**config.mk**
```make
export PLATFORM = sky130hd
export DESIGN_NAME = utf8_to_bmp_decoder_unit
export DESIGN_NICKNAME = d
export VERILOG_FILES = /design/src/rtl/u2b_pkg.sv /design/src/rtl/u2b_byte_decode.sv /design/src/rtl/utf8_to_bmp_decoder_unit.sv
export VERILOG_INCLUDE_DIRS = /design/src /design/src/rtl
export SDC_FILE = /design/constraint.sdc
export NUM_CORES = 1
export LEC_CHECK = 0
export BUFFER_PORTS_ARGS = -buffer_cell sky130_fd_sc_hd__buf_4
export CAP_MARGIN = 20
export CORE_ASPECT_RATIO = 1.4
export CORE_MARGIN = 2
export CORE_UTILIZATION = 57
export DETAILED_ROUTE_END_ITERATION = 16
export GPL_ROUTABILITY_DRIVEN = 0
export PLACE_DENSITY = 0.89
export SETUP_SLACK_MARGIN = 0.5
export SLEW_MARGIN = 10
export SYNTH_ARGS = -nofsm -noshare
export SYNTH_HDL_FRONTEND = slang
export SYNTH_SLANG_ARGS = --single-unit
```
**constraint.sdc**
```tcl
create_clock -name clk -period 5 [get_ports clk]
set_input_delay 0.75 -clock clk [delete_from_list [all_inputs] [get_ports clk]]
set_output_delay 0.75 -clock clk [all_outputs]
set_load 0.02 [all_outputs]
```
**src/rtl/utf8_to_bmp_decoder_unit_defines.svh**
```systemverilog
// ----------------------------------------------------------------------------
// utf8 to bmp decoder assertion macros
// shared concurrent assertion helpers, empty under synthesis
// ----------------------------------------------------------------------------
`ifndef UTF8_TO_BMP_DECODER_UNIT_DEFINES_SVH
`define UTF8_TO_BMP_DECODER_UNIT_DEFINES_SVH
`ifndef SYNTHESIS
// same-cycle implication, checked out of reset
`define U2B_ASSERT_NOW(lbl, ante, cons) \
  lbl: assert property (@(posedge clk) disable iff (!rst_n) (ante) |-> (cons)) \
    else $error("u2b assertion failed");
// next-cycle implication, checked out of reset
`define U2B_ASSERT_NXT(lbl, ante, cons) \
  lbl: assert property (@(posedge clk) disable iff (!rst_n) (ante) |=> (cons)) \
    else $error("u2b assertion failed");
`else
`define U2B_ASSERT_NOW(lbl, ante, cons)
`define U2B_ASSERT_NXT(lbl, ante, cons)
`endif
`endif

```
**src/rtl/u2b_pkg.sv**
```systemverilog
// ----------------------------------------------------------------------------
// utf8 to bmp decoder package
// types and constants shared by the decoder modules
// ----------------------------------------------------------------------------
package u2b_pkg;

  localparam int unsigned ByteW = 8;
  localparam int unsigned CodeW = 16;

  // lowest legal value per sequence length (overlong check)
  localparam logic [CodeW-1:0] MinTwoByte   = 16'h0080;
  localparam logic [CodeW-1:0] MinThreeByte = 16'h0800;
  // surrogate range
  localparam logic [CodeW-1:0] SurrLow      = 16'hD800;
  localparam logic [CodeW-1:0] SurrHigh     = 16'hDFFF;

  // byte class prefixes
  localparam logic [1:0] ContPrefix  = 2'b10;
  localparam logic [2:0] Lead2Prefix = 3'b110;
  localparam logic [3:0] Lead3Prefix = 4'b1110;
  localparam logic [4:0] Lead4Prefix = 5'b11110;

  typedef logic [ByteW-1:0] byte_t;
  typedef logic [CodeW-1:0] code_t;

  typedef enum logic [1:0] {
    KIND_NONE  = 2'd0,
    KIND_TWO   = 2'd1,
    KIND_THREE = 2'd2,
    KIND_FOUR  = 2'd3
  } seq_kind_t;

  // pending sequence state
  typedef struct packed {
    code_t     acc;
    logic [1:0] remaining;
    seq_kind_t kind;
  } dec_state_t;

  typedef struct packed {
    logic  emit;
    code_t code;
  } dec_result_t;

endpackage

```
**src/rtl/u2b_byte_decode.sv**
```systemverilog
// ----------------------------------------------------------------------------
// utf8 to bmp byte decode
// per-byte next-state and result logic of the decoder
// ----------------------------------------------------------------------------
module u2b_byte_decode (
  input  u2b_pkg::byte_t      data_byte,
  input  logic                text_end,
  input  u2b_pkg::dec_state_t cur_state,
  output u2b_pkg::dec_state_t nxt_state,
  output u2b_pkg::dec_result_t result
);
  import u2b_pkg::*;

  logic       is_cont;
  code_t      acc_shift;
  logic [1:0] rem_dec;
  logic       value_ok;

  assign is_cont   = (data_byte[7:6] == ContPrefix);
  // only two- and three-byte values matter, so 16 bits of history suffice
  assign acc_shift = {cur_state.acc[CodeW-7:0], data_byte[5:0]};
  assign rem_dec   = cur_state.remaining - 2'd1;

  always_comb begin
    case (cur_state.kind)
      KIND_TWO:   value_ok = (acc_shift >= MinTwoByte);
      KIND_THREE: value_ok = (acc_shift >= MinThreeByte) &&
                             !((acc_shift >= SurrLow) && (acc_shift <= SurrHigh));
      default:    value_ok = 1'b0;
    endcase
  end

  always_comb begin
    nxt_state   = cur_state;
    result.emit = 1'b0;
    result.code = acc_shift;
    if ((cur_state.remaining != 2'd0) && is_cont) begin
      nxt_state.acc       = acc_shift;
      nxt_state.remaining = rem_dec;
      result.emit         = (rem_dec == 2'd0) && value_ok;
    end else begin
      nxt_state.remaining = 2'd0;
      if (data_byte[7] == 1'b0) begin
        result.emit = 1'b1;
        result.code = {{(CodeW-ByteW){1'b0}}, data_byte};
      end else if (data_byte[7:3] == Lead4Prefix) begin
        nxt_state.acc       = {{(CodeW-3){1'b0}}, data_byte[2:0]};
        nxt_state.remaining = 2'd3;
        nxt_state.kind      = KIND_FOUR;
      end else if (data_byte[7:4] == Lead3Prefix) begin
        nxt_state.acc       = {{(CodeW-4){1'b0}}, data_byte[3:0]};
        nxt_state.remaining = 2'd2;
        nxt_state.kind      = KIND_THREE;
      end else if (data_byte[7:5] == Lead2Prefix) begin
        nxt_state.acc       = {{(CodeW-5){1'b0}}, data_byte[4:0]};
        nxt_state.remaining = 2'd1;
        nxt_state.kind      = KIND_TWO;
      end
    end
    if (text_end) begin
      nxt_state.remaining = 2'd0;
    end
  end

endmodule

```
**src/rtl/utf8_to_bmp_decoder_unit.sv**
```systemverilog
// ----------------------------------------------------------------------------
// path: an accepted byte beat passes the byte register, then the code point register
// throughput: one byte per cycle without out_stall, set by the single decode step between the
//   byte and code point registers; the pending-sequence state updates in that same step
// reset: rst_n synchronous active low; clears both valid flags and the sequence state
// ----------------------------------------------------------------------------
// utf8 to bmp decoder unit
// decodes a utf-8 byte stream into basic multilingual plane code points
// ----------------------------------------------------------------------------
`include "utf8_to_bmp_decoder_unit_defines.svh"

module utf8_to_bmp_decoder_unit (
  input  logic           clk,
  input  logic           rst_n,
  // byte input channel
  input  logic           in_valid,
  output logic           in_stall,
  input  u2b_pkg::byte_t in_data_byte,
  input  logic           in_text_end,
  // code point output channel
  output logic           out_valid,
  input  logic           out_stall,
  output u2b_pkg::code_t out_code_point
);
  import u2b_pkg::*;

  // byte register stage
  logic       s1_valid_r, s1_valid_nxt;
  byte_t      s1_byte_r;
  logic       s1_end_r;

  // pending sequence state
  dec_state_t state_r, state_nxt;

  // code point register stage
  logic       out_valid_r, out_valid_nxt;
  code_t      out_code_r;

  // handshake glue
  logic        out_free;
  logic        s1_fire;
  logic        in_fire;
  dec_result_t dec_res;

  // output register can take a new beat when empty or being drained
  assign out_free = !out_valid_r || !out_stall;
  // a held byte is decoded whenever its result has somewhere to go
  assign s1_fire  = s1_valid_r && out_free;
  // byte register refills in the cycle it empties, so stall only on a full pipe
  assign in_stall = s1_valid_r && !out_free;
  assign in_fire  = in_valid && !in_stall;

  u2b_byte_decode u_dec (
    .data_byte (s1_byte_r),
    .text_end  (s1_end_r),
    .cur_state (state_r),
    .nxt_state (state_nxt),
    .result    (dec_res)
  );

  always_comb begin
    s1_valid_nxt = s1_valid_r;
    if (in_fire) begin
      s1_valid_nxt = 1'b1;
    end else if (s1_fire) begin
      s1_valid_nxt = 1'b0;
    end
  end

  always_comb begin
    out_valid_nxt = out_valid_r;
    if (out_free) begin
      // dropped sequences and partial bytes leave the slot empty
      out_valid_nxt = s1_fire && dec_res.emit;
    end
  end

  always_ff @(posedge clk) begin
    if (!rst_n) begin
      s1_valid_r  <= 1'b0;
      out_valid_r <= 1'b0;
      state_r     <= '{acc: '0, remaining: 2'd0, kind: KIND_NONE};
    end else begin
      s1_valid_r  <= s1_valid_nxt;
      out_valid_r <= out_valid_nxt;
      if (s1_fire) begin
        state_r <= state_nxt;
      end
    end
  end

  // payload registers
  always_ff @(posedge clk) begin
    if (in_fire) begin
      s1_byte_r <= in_data_byte;
      s1_end_r  <= in_text_end;
    end
    if (s1_fire && dec_res.emit) begin
      out_code_r <= dec_res.code;
    end
  end

  assign out_valid      = out_valid_r;
  assign out_code_point = out_code_r;

  // a pending count never exceeds the length of the sequence it belongs to
  `U2B_ASSERT_NOW(a_rem_le_kind, 1'b1, state_r.remaining <= state_r.kind)
  // no surrogate ever leaves the block
  `U2B_ASSERT_NOW(a_no_surrogate, out_valid_r,
                  (out_code_r < SurrLow) || (out_code_r > SurrHigh))
  // the last byte of a text always leaves the decoder idle
  `U2B_ASSERT_NXT(a_end_idle, s1_fire && s1_end_r, state_r.remaining == 2'd0)
  // input is held back only while the byte register is occupied
  `U2B_ASSERT_NOW(a_stall_full, in_stall, s1_valid_r)

endmodule

```
==> implementation parameters, run 1 <==
Parameter                              Value

Detailed routing
  Wire length after detailed routing ... 2840 um
  Average via count per standard cell ... 5.60
  Length of the first detailed-routing pass in iterations ... 4
  Wire per inst ... 13.8 um
  Overall via count from detail_route ... 1154
  Number of nets with antenna violations after detailed routing ... 0
  Iter 0 DRT Violations ... 84
  Remaining design rule violation count ... 0

Timing
  Slew Limit Headroom ... 52.6%
  Endpoints failing hold ... 0
  Portion of the clock cycle consumed by the worst path in the final layout ... 42.3%
  Setup skew after layout ... 0.00675 ns
  Number of max-slew violations in the final report ... 0
  Clock period minus worst slack ... 2.12 ns
  Achievable Freq ... 0.472 GHz
  Setup repair after global routing missed its margin ... false
  Number of failing setup endpoints in the final timing report ... 0
  Fin Setup TNS ... 0 ns
  Slew at the pin closest to its max-slew limit ... 0.709 ns

Clock network
  Setup Fix Bufs, Post-CTS ... 0
  Number of hold buffers added after cts ... 0
  Cell at the root of the clock tree ... sky130_fd_sc_hd__clkbuf_8
  Clock Latency Late Sink ... 0.29 ns
  # resized after CTS ... 0
  Deepest clock path buffer count ... 2
  Number of clock buffers inserted by TritonCTS ... 5
  CTS sink count ... 41
  CTS tree ... done
  CTS clock-pin slew for the worst setup and hold paths ... 0.08 ns
  CTS H-tree lvls ... 2

Critical path
  Data required time of the critical path ... 4.93 ns
  Worst setup path end ... out_code_point[13]$_DFFE_PP_
  Crit path launch ... state_r[2]$_SDFFE_PN0P_
  Maximum fanout along the worst path ... 16
  Crit path cell chain ... inv_1 > ha_1 > nor2_1 > and4bb_2 > a31o_1
  Critical Path End Type ... flop
  Critical path class ... reg2reg
  Slowest stage delay, CP ... 0.58 ns
  Slowest-stage cell, CP ... sky130_fd_sc_hd__a31o_1
  Destination of the worst register-to-register timing path ... out_code_point[13]$_DFFE_PP_
  R2r worst-path depth ... 5
  Setup slack of the most critical reg-to-reg path ... 2.88 ns
  Reg-to-reg startpoint ... state_r[2]$_SDFFE_PN0P_
  Critical path launch point type ... flop
  WP data arrival ... 2.05 ns

Synth
  Number of warnings issued by yosys ... 0
  Number of nets in the synthesized netlist ... 152
  Avg Synthesized Cell Area ... 12.2 um2
  Syn Std Cell Area ... 1640 um2
  Register bit total from synthesis ... 41
  Cells after synthesis ... 135
  Post-synthesis cell type count ... 32
  Share of synthesized area occupied by flip-flops and latches ... 65.2%

Place
  Placement Cell Area ... 1900 um2
  Placed Cells ... 198
  Post-detail-place hpwl ... 2100 um
  Port Buffer Count ... 30

Die
  Initial core utilization ... 58.8%
  Number of placed I/O pins ... 31
  Full die area ... 3330 um2
  Vertical die dimension ... 67.5 um
  Die Width ... 49.4 um
  Row cnt ... 23
  Core ar. ... 2790 um2

Layout
  Non-filler cells in the finished layout ... 206
  # nets final ... 185
  Commonest non-fill, non-tap cell in the layout ... sky130_fd_sc_hd__buf_4
  Filler cells ... 183
  Fraction of layout instances using a drive strength above 1 ... 24.9%
  Final instance area ... 2010 um2
  Antenna cell count ... 0
  Most frequent cells in the layout ... sky130_fd_sc_hd__buf_4 (30), sky130_fd_sc_hd__edfxtp_1 (25), sky130_fd_sc_hd__nor2_1 (17)
  Signed area change from the synthesized netlist to the final layout ... 22.5%

Worst hold path
  Number of instances on the worst hold path ... 0
  Path type of the worst min-delay path ... reg2reg

GRT
  Global-route wire length before repair ... 4820 um
  Grt ovf ... 0
  Vias in the first global route ... 1094
  Combined global-route utilization of all metal layers ... 19.6%
  Antenna violations before repair ... 0
  Pin count of the biggest net entering global routing ... 20

Power and ir drop
  Static leakage ... 0.798 nW
  P per Cell Area ... 336 nW/um2
  Maximum vdd drop ... 0.274 mV

Run
  Number of maximum-capacitance violations ... 0

Status
  Run status ... completed
synthesized netlist by cell type:
master / n / area [um2]
sky130_fd_sc_hd__buf_2: 2 / 10.0
sky130_fd_sc_hd__nand4_1: 5 / 31.3
sky130_fd_sc_hd__and2_2: 1 / 7.51
sky130_fd_sc_hd__nand4b_1: 1 / 8.76
sky130_fd_sc_hd__mux2_2: 1 / 11.3
sky130_fd_sc_hd__and4bb_2: 1 / 12.5
sky130_fd_sc_hd__nand3_1: 3 / 15.0
sky130_fd_sc_hd__ha_1: 4 / 50.1
sky130_fd_sc_hd__or4_1: 1 / 7.51
sky130_fd_sc_hd__a311oi_1: 1 / 8.76
sky130_fd_sc_hd__a31o_2: 1 / 8.76
sky130_fd_sc_hd__a41o_1: 1 / 10.0
sky130_fd_sc_hd__a22oi_1: 5 / 37.5
sky130_fd_sc_hd__dfxtp_1: 16 / 320
sky130_fd_sc_hd__and4_1: 1 / 8.76
sky130_fd_sc_hd__and3_1: 3 / 18.8
sky130_fd_sc_hd__nor2_1: 17 / 63.8
sky130_fd_sc_hd__o21ai_1: 1 / 5.00
sky130_fd_sc_hd__and2_1: 11 / 68.8
sky130_fd_sc_hd__a21oi_1: 6 / 30.0
sky130_fd_sc_hd__edfxtp_1: 25 / 751
sky130_fd_sc_hd__o211ai_1: 1 / 7.51
sky130_fd_sc_hd__clkbuf_1: 2 / 7.51
sky130_fd_sc_hd__nor4_1: 2 / 12.5
sky130_fd_sc_hd__a31oi_1: 1 / 6.26
sky130_fd_sc_hd__inv_1: 5 / 18.8
sky130_fd_sc_hd__nor2b_1: 2 / 12.5
sky130_fd_sc_hd__nand2_1: 7 / 26.3
sky130_fd_sc_hd__o21a_1: 1 / 7.51
sky130_fd_sc_hd__nand2b_1: 3 / 18.8
sky130_fd_sc_hd__mux2i_1: 3 / 30.0
sky130_fd_sc_hd__a31o_1: 1 / 8.76
per-stage QoR:
step	hold WS, ns	power [W]	util, %	setup WS (ns)
CTS	0.460	0.000679	72.0	2.90
detailed placement	0.441	0.000422	67.9	2.78
global placement	0.435	0.000420	67.9	2.85
floorplan	0.426	0.000404	-	3.09
finish	0.459	0.000676	72.0	2.88
global route	0.464	0.000694	72.0	2.76
critical path: cells and delay by family (launching register included):
| kind | cells | cell delay (ns) |
|---|---|---|
| compound gates | 1 | 0.58 |
| fa+ha+maj | 1 | 0.22 |
| buf+inv | 1 | 0.08 |
| flops | 1 | 0.35 |
| simple gates | 2 | 0.52 |
flip-flops by register name, summed over array words and instances, names as in the netlist:
name,cells
out_code_point,16
out_valid,1
s1_byte_r,8
s1_end_r,1
s1_valid_r,1
state_r,14
per-layer routing:
layer	vias to the layer above	wire length [um]	GRT usage [%]
met5	-	0	0
met4	0	57	9.29
li1	555	-	-
met1	536	1020	19.8
met3	8	200	5.31
met2	55	1560	37.2
worst min-delay path by stage:
stage                           start                          end  slack [ns]
2_1_floorplan  s1_byte_r[0]$_DFFE_PP_  out_code_point[0]$_DFFE_PP_        0.43
3_3_place_gp   s1_byte_r[2]$_DFFE_PP_  out_code_point[2]$_DFFE_PP_        0.43
3_5_place_dp   s1_byte_r[2]$_DFFE_PP_  out_code_point[2]$_DFFE_PP_        0.44
4_1_cts        s1_byte_r[2]$_DFFE_PP_  out_code_point[2]$_DFFE_PP_        0.46
5_1_grt        s1_byte_r[2]$_DFFE_PP_  out_code_point[2]$_DFFE_PP_        0.46
6_report       s1_byte_r[2]$_DFFE_PP_  out_code_point[2]$_DFFE_PP_        0.46
kinds of logic after synthesis:
family | count (synthesis) | synth area share [%]
adders and majority gates | 4 | 3.05
buffers and inverters | 9 | 2.21
DFF | 41 | 65.2
and+or+nand+nor | 58 | 19.1
AOI/OAI and AO/OA | 19 | 7.93
muxes | 4 | 2.52
cell type report:
class	instances	area, um2	share of cell area (%)
clock buffers	5	68.8	3.42
clock inverters	3	46.3	2.30
inverters	5	18.8	0.933
multi-input cells	85	534	26.6
flip-flops and latches	41	1070	53.3
well taps	37	46.3	2.30
repair buffers	30	225	11.2
report_power, final:
| group | leakage [nW] | total [W] | internal, W | switching (W) |
|---|---|---|---|---|
| logic | 0.375 | 0.0000376 | 0.0000174 | 0.0000202 |
| clock network | 0.0543 | 0.000261 | 0.000149 | 0.000112 |
| registers | 0.368 | 0.000377 | 0.000369 | 0.00000883 |
Note: power is estimated with default switching activity, not from simulation.
==> inputs of run 2 (changes only) <==
Settings changed: CORE_UTILIZATION 57 to 48, PLACE_DENSITY 0.89 to 0.8.
Clock period 5 ns to 1.9 ns, I/O delays scaled along.
==> run 2 against run 1 <==
Against the previous run: register-to-register slack worse by 2.7 ns; highest routed layer unchanged; maximum frequency grew 27%; non-clock buffer count increased by 12; via count increased by 11%; clock-buffer cell count unchanged; utilization down 6.1 points; design area is 8.6% higher; cell count rose by 7.8%; clock power rose by 110%; largest power group unchanged.
==> implementation parameters, run 2 (synthesis results as in run 1) <==
Parameter                              Value

Clock network
  CTS sink count ... 41 (unchanged)
  Clock Latency Late Sink ... 0.29 ns (about the same)
  Deepest clock path buffer count ... 2 (unchanged)
  CTS tree ... done
  CTS H-tree lvls ... 2 (unchanged)
  Cell at the root of the clock tree ... sky130_fd_sc_hd__clkbuf_8
  Number of clock buffers inserted by TritonCTS ... 5 (unchanged)
  CTS clock-pin slew for the worst setup and hold paths ... 0.08 ns (about the same)
  Number of hold buffers added after cts ... 0 (unchanged)

GRT
  Pin count of the biggest net entering global routing ... 19 (-5.0%)
  Grt ovf ... 0 (unchanged)
  Global-route wire length before repair ... 5620 um (+17%)
  Antenna violations before repair ... 0 (unchanged)
  Vias in the first global route ... 1282 (+17%)
  Combined global-route utilization of all metal layers ... 20.5% (+0.93 points)

Power and ir drop
  P per Cell Area ... 771 nW/um2 (+130%)
  Design Power ... 0.00168 W (+150%)
  Static leakage ... 0.871 nW (+9.2%)
  Maximum vdd drop ... 0.587 mV (+110%)

Run
  Number of maximum-capacitance violations ... 0 (unchanged)

Place
  Port Buffer Count ... 30 (unchanged)
  Post-detail-place hpwl ... 2220 um (+6.0%)
  Pre-CTS setup slack ... 0.114 ns (-2.66 ns)

Critical path
  Critical Path End Type ... flop
  WP data arrival ... 1.72 ns (-0.33 ns)
  Slowest stage delay, CP ... 0.51 ns (-0.07 ns)
  Critical path class ... reg2reg
  Total buffers and inverters traversed by the critical path ... 0 (-1)
  Maximum fanout along the worst path ... 8 (-8)
  Crit. path cell count ... 4 (-1)
  Kind of cell adding the most delay to the critical path ... compound AO/OA/AOI/OAI gates
  Crit path launch ... state_r[7]$_SDFFE_PN0P_
  Data required time of the critical path ... 1.95 ns (-2.98 ns)
  Destination of the worst register-to-register timing path ... out_code_point[3]$_DFFE_PP_
  Crit path cell chain ... or4_4 > a21oi_2 > o21ai_2 > a31o_4
  Slowest-stage cell, CP ... sky130_fd_sc_hd__or4_4
  Critical path launch point type ... flop
  R2r worst-path depth ... 4 (-1)
  Worst setup path end ... out_code_point[3]$_DFFE_PP_
  Setup slack of the most critical reg-to-reg path ... 0.23 ns (-2.65 ns)
  Reg-to-reg startpoint ... state_r[7]$_SDFFE_PN0P_

Die
  Core ar. ... 3320 um2 (+19%)
  Row cnt ... 25 (+8.7%)
  Vertical die dimension ... 73.2 um (+8.4%)
  Initial core utilization ... 49.5% (-9.3 points)
  Number of placed I/O pins ... 31 (unchanged)
  Full die area ... 3910 um2 (+17%)
  Die Width ... 53.4 um (+8.2%)

Detailed routing
  Wire per inst ... 16.0 um (+16%)
  Overall via count from detail_route ... 1284 (+11%)
  Remaining design rule violation count ... 0 (unchanged)
  Iter 0 DRT Violations ... 51 (-39%)
  Length of the first detailed-routing pass in iterations ... 4 (unchanged)
  Average via count per standard cell ... 5.78 (+3.2%)
  Wire length after detailed routing ... 3550 um (+25%)
  Number of nets with antenna violations after detailed routing ... 0 (unchanged)

Worst hold path
  Path type of the worst min-delay path ... in2reg

Timing
  Achievable Freq ... 0.599 GHz (+27%)
  Number of failing setup endpoints in the final timing report ... 0 (unchanged)
  Portion of the clock cycle consumed by the worst path in the final layout ... 87.9% (+46 points)
  Clock period minus worst slack ... 1.67 ns (-0.447 ns)
  Number of max-slew violations in the final report ... 0 (unchanged)
  Endpoints failing hold ... 0 (unchanged)
  Setup repair after global routing missed its margin ... true
  Slew at the pin closest to its max-slew limit ... 0.437 ns (-0.271 ns)
  Fin Setup TNS ... 0 ns (unchanged)
  Slew Limit Headroom ... 70.7% (+18 points)
  Setup skew after layout ... 0.00581 ns (-0.000932 ns)
  Worst setup slack after layout ... 0.230 ns (-2.65 ns)

Layout
  Signed area change from the synthesized netlist to the final layout ... 33.1%
  # nets final ... 198 (+7.0%)
  Fraction of layout instances using a drive strength above 1 ... 40.7% (+16 points)
  Most frequent cells in the layout ... sky130_fd_sc_hd__buf_4 (39), sky130_fd_sc_hd__edfxtp_1 (25), sky130_fd_sc_hd__nor2_1 (16)
  Commonest non-fill, non-tap cell in the layout ... sky130_fd_sc_hd__buf_4
  Antenna cell count ... 0 (unchanged)
  Max reg flops ... 16 (unchanged)
  Post-route core utilization ... 65.9% (-6.1 points)
  Filler cells ... 252 (+38%)

Status
  Run status ... completed
==> run 2: changes by cell type in the layout (fill, tap and decap cells not counted), sizes merged <==
cell    change
a31o        +1
bufinv      -1
inv         +1
buf        +12
==> run 2: metal layers <==
| layer | GRT usage, % | up-vias | part of all wire, % |
|---|---|---|---|
| met1 | 19.8 | 619 | 34 |
| met2 | 34.7 | 57 | 55 |
| met5 | 0 | - | 0 |
| li1 | - | 590 | - |
| met3 | 4.92 | 18 | 5.3 |
| met4 | 18.2 | 0 | 5.3 |
==> run 2: timing repair <==
item                                    CTS  global route
buffers inserted                          6             3
resized for setup                        11            12
endpoints found under the setup margin   28            29
cloned                                    1             0
pin swaps                                 6             5
==> run 2: power breakdown <==
part | internal [W] | switching [W]
combinational | 0.0000646 | 0.0000688
sequential | 0.000969 | 0.0000206
clock | 0.000260 | 0.000300
total | 0.00129 | 0.000389
==> run 2: per-stage QoR <==
step | hold WS (ns) | std cells | cell area [um2]
3_5_place_dp | 0.445 | 204 | 1930
2_1_floorplan | 0.384 | 135 | 1650
4_1_cts | 0.153 | 219 | 2120
6_report | 0.166 | 222 | 2180
5_1_grt | 0.150 | 222 | 2180
3_3_place_gp | 0.441 | 204 | 1930
==> run 2: worst min-delay path by stage <==
stage | from | to | slack, ns | cells after the start
2_1_floorplan | in_data_byte[0] | s1_byte_r[0]$_DFFE_PP_ | 0.38 | 0
3_3_place_gp | state_r[3]$_SDFFE_PN0P_ | state_r[3]$_SDFFE_PN0P_ | 0.44 | 2
3_5_place_dp | s1_byte_r[0]$_DFFE_PP_ | out_code_point[0]$_DFFE_PP_ | 0.44 | 0
4_1_cts | in_data_byte[6] | s1_byte_r[6]$_DFFE_PP_ | 0.15 | 1
5_1_grt | in_data_byte[6] | s1_byte_r[6]$_DFFE_PP_ | 0.15 | 1
6_report | in_data_byte[0] | s1_byte_r[0]$_DFFE_PP_ | 0.17 | 1
==> run 2: area by class of cell <==
cell class              count  area, um2  share of cell area (%)
multi-input cells          86        623                    28.5
repair buffers             42        327                    14.9
inverters                   5       18.8                   0.859
flip-flops and latches     41       1080                    49.3
clock buffers               5       68.8                    3.15
clock inverters             3       21.3                   0.974
well taps                  40       50.0                    2.29
==> inputs of run 3 (changes only) <==
Settings changed: CELL_PAD_IN_SITES_DETAIL_PLACEMENT set to 0, CELL_PAD_IN_SITES_GLOBAL_PLACEMENT set to 2, CORE_UTILIZATION 48 to 32, PLACE_DENSITY 0.8 to 0.81.
==> run 3 against run 2 <==
Against the previous run: clock skew down 0.0040 ns; die area grew 46%; clock-buffer cell count is 1 higher; setup slack better by 0.038 ns; routed wire length increased by 0.70%; first-iteration DRC count decreased by 71%; largest cell class unchanged; largest power group unchanged.
==> implementation parameters, run 3 (synthesis results as in run 1) <==
Parameter                              Value

Status
  Run status ... completed

Detailed routing
  Iter 0 DRT Violations ... 15 (-71%)
  Wire per inst ... 14.2 um (-11%)
  Number of nets with antenna violations after detailed routing ... 0 (unchanged)
  Overall via count from detail_route ... 1227 (-4.4%)
  Remaining design rule violation count ... 0 (unchanged)
  Average via count per standard cell ... 4.89 (-15%)
  Length of the first detailed-routing pass in iterations ... 4 (unchanged)
  Wire length after detailed routing ... 3570 um (+0.70%)

Die
  Number of placed I/O pins ... 31 (unchanged)
  Vertical die dimension ... 88.7 um (+21%)
  Row cnt ... 30 (+20%)
  Die Width ... 64.5 um (+21%)
  Full die area ... 5730 um2 (+46%)
  Core ar. ... 4880 um2 (+47%)
  Initial core utilization ... 33.6% (-16 points)

Worst hold path
  End of the worst hold path ... s1_byte_r[5]$_DFFE_PP_
  Hold path startpoint ... in_data_byte[5]
  Number of instances on the worst hold path ... 1 (unchanged)
  Path type of the worst min-delay path ... in2reg

GRT
  Combined global-route utilization of all metal layers ... 12.8% (-7.7 points)
  Vias in the first global route ... 1184 (-7.6%)
  Global-route wire length before repair ... 5610 um (-0.12%)
  Grt ovf ... 0 (unchanged)
  Pin count of the biggest net entering global routing ... 14 (-5)
  Antenna violations before repair ... 0 (unchanged)

Run
  Number of maximum-capacitance violations ... 0 (unchanged)

Power and ir drop
  Maximum vdd drop ... 0.449 mV (-23%)
  Design Power ... 0.00168 W (about the same)
  Combinational group share of total power ... 8.4% (+0.5 points)
  Sequential power share ... 58.8% (about the same)
  Internal power contribution ... 0.00130 W (+0.32%)
  Switching part of the total power ... 22.9% (-0.21 points)
  P per Cell Area ... 748 nW/um2 (-3.0%)
  Power share of the clock group ... 32.9% (-0.4 points)
  Static leakage ... 0.890 nW (+2.2%)
  Power spent charging and discharging nets ... 0.000386 W (-0.87%)

Timing
  Clock period minus worst slack ... 1.63 ns (-0.0382 ns)
  Portion of the clock cycle consumed by the worst path in the final layout ... 85.9% (-2.0 points)
  Achievable Freq ... 0.613 GHz (+2.3%)
  Slew at the pin closest to its max-slew limit ... 0.445 ns (+0.00804 ns)
  Setup repair after global routing missed its margin ... true
  Number of max-slew violations in the final report ... 0 (unchanged)
  Setup skew after layout ... 0.00183 ns (-0.00399 ns)
  Number of failing setup endpoints in the final timing report ... 0 (unchanged)
  Endpoints failing hold ... 0 (unchanged)
  Fin Setup TNS ... 0 ns (unchanged)
  Slew Limit Headroom ... 70.2% (-0.54 points)

Critical path
  Critical Path End Type ... flop
  Critical path class ... reg2reg
  Critical path launch point type ... flop
  Setup slack of the most critical reg-to-reg path ... 0.27 ns (+0.04 ns)
  WP data arrival ... 1.68 ns (-0.04 ns)
  Data required time of the critical path ... 1.95 ns (about the same)
  R2r worst-path depth ... 4 (unchanged)
  Reg-to-reg startpoint ... state_r[7]$_SDFFE_PN0P_
  Destination of the worst register-to-register timing path ... out_code_point[0]$_DFFE_PP_
  Maximum fanout along the worst path ... 8 (unchanged)

Layout
  Fraction of layout instances using a drive strength above 1 ... 41.7% (+1.1 points)
  Post-route core utilization ... 46.2% (-20 points)
  Commonest non-fill, non-tap cell in the layout ... sky130_fd_sc_hd__buf_4
  Signed area change from the synthesized netlist to the final layout ... 37.2%
  # nets final ... 203 (+2.5%)
  Antenna cell count ... 0 (unchanged)
  Filler cells ... 463 (+84%)
  Max reg flops ... 16 (unchanged)
  Most frequent cells in the layout ... sky130_fd_sc_hd__buf_4 (43), sky130_fd_sc_hd__edfxtp_1 (25), sky130_fd_sc_hd__nor2_1 (17)

Clock network
  Cell at the root of the clock tree ... sky130_fd_sc_hd__clkbuf_8
  CTS clock-pin slew for the worst setup and hold paths ... 0.08 ns (about the same)
  Clock Latency Late Sink ... 0.29 ns (about the same)
  Number of clock buffers inserted by TritonCTS ... 5 (unchanged)
  CTS sink count ... 41 (unchanged)
  CTS tree ... done
  Deepest clock path buffer count ... 2 (unchanged)
  CTS H-tree lvls ... 2 (unchanged)

Place
  Post-detail-place hpwl ... 2400 um (+8.0%)
  Port Buffer Count ... 30 (unchanged)
## run 3: worst max path at each step
stage                                 start                      endpoint  slack [ns]  cells past startpoint
CTS                 state_r[7]$_SDFFE_PN0P_  out_code_point[12]$_DFFE_PP_        0.25                      4
global placement    state_r[8]$_SDFFE_PN0P_   out_code_point[2]$_DFFE_PP_        0.24                      4
global route        state_r[7]$_SDFFE_PN0P_   out_code_point[7]$_DFFE_PP_        0.23                      4
finish              state_r[7]$_SDFFE_PN0P_   out_code_point[0]$_DFFE_PP_        0.27                      4
detailed placement  state_r[8]$_SDFFE_PN0P_   out_code_point[1]$_DFFE_PP_        0.23                      4
floorplan           state_r[8]$_SDFFE_PN0P_   out_code_point[0]$_DFFE_PP_        0.32                      4
## run 3: final cells by class
| class | count | area, um2 | share of cell area [%] |
|---|---|---|---|
| clock buffers | 6 | 72.6 | 3.22 |
| clock inverters | 2 | 15.0 | 0.667 |
| inverters | 5 | 18.8 | 0.833 |
| multi-input cells | 86 | 622 | 27.6 |
| flip-flops and latches | 41 | 1080 | 47.8 |
| well taps | 64 | 80.1 | 3.56 |
| repair buffers | 47 | 368 | 16.3 |
## run 3: worst max-delay path, cell delays in order, from the launching register on
cell and delay [ns]:
sky130_fd_sc_hd__dfxtp_2 0.32, sky130_fd_sc_hd__or4_4 0.52, sky130_fd_sc_hd__a21oi_2 0.14, sky130_fd_sc_hd__o21ai_2 0.10, sky130_fd_sc_hd__a31o_4 0.31
## run 3: repair_timing
action	4_1_cts	5_1_grt
hold buffers	0	0
setup endpoints to repair	28	28
gates cloned	1	1
gates resized for setup	13	12
pin swaps	8	10
buffers inserted	9	3
## run 3: power by group through the flow
| stage | registers [W] | logic, W | clock network (W) |
|---|---|---|---|
| 3_3_place_gp | 0.00101 | 0.000108 | 0 |
| 3_5_place_dp | 0.00101 | 0.000109 | 0 |
| 5_1_grt | 0.000993 | 0.000152 | 0.000611 |
| 2_1_floorplan | 0.00102 | 0.0000501 | 0 |
| 6_report | 0.000990 | 0.000141 | 0.000553 |
| 4_1_cts | 0.000989 | 0.000130 | 0.000575 |
## run 3: metrics by stage
step | hold WS, ns | worst slack [ns] | instance area, um2 | cells
floorplan | 0.384 | 0.316 | 1650 | 135
global placement | 0.442 | 0.240 | 1970 | 229
detailed placement | 0.445 | 0.226 | 1970 | 229
CTS | 0.155 | 0.255 | 2180 | 247
global route | 0.147 | 0.231 | 2250 | 251
finish | 0.164 | 0.268 | 2250 | 251
## run 3: metal layers
metal / vias to the layer above / wire length [um] / GRT usage (%)
met2: 32 / 1860 / 22.0
met5: - / 0 / 0
met1: 589 / 1470 / 14.6
li1: 598 / - / -
met4: 0 / 73 / 6.58
met3: 8 / 168 / 3.69
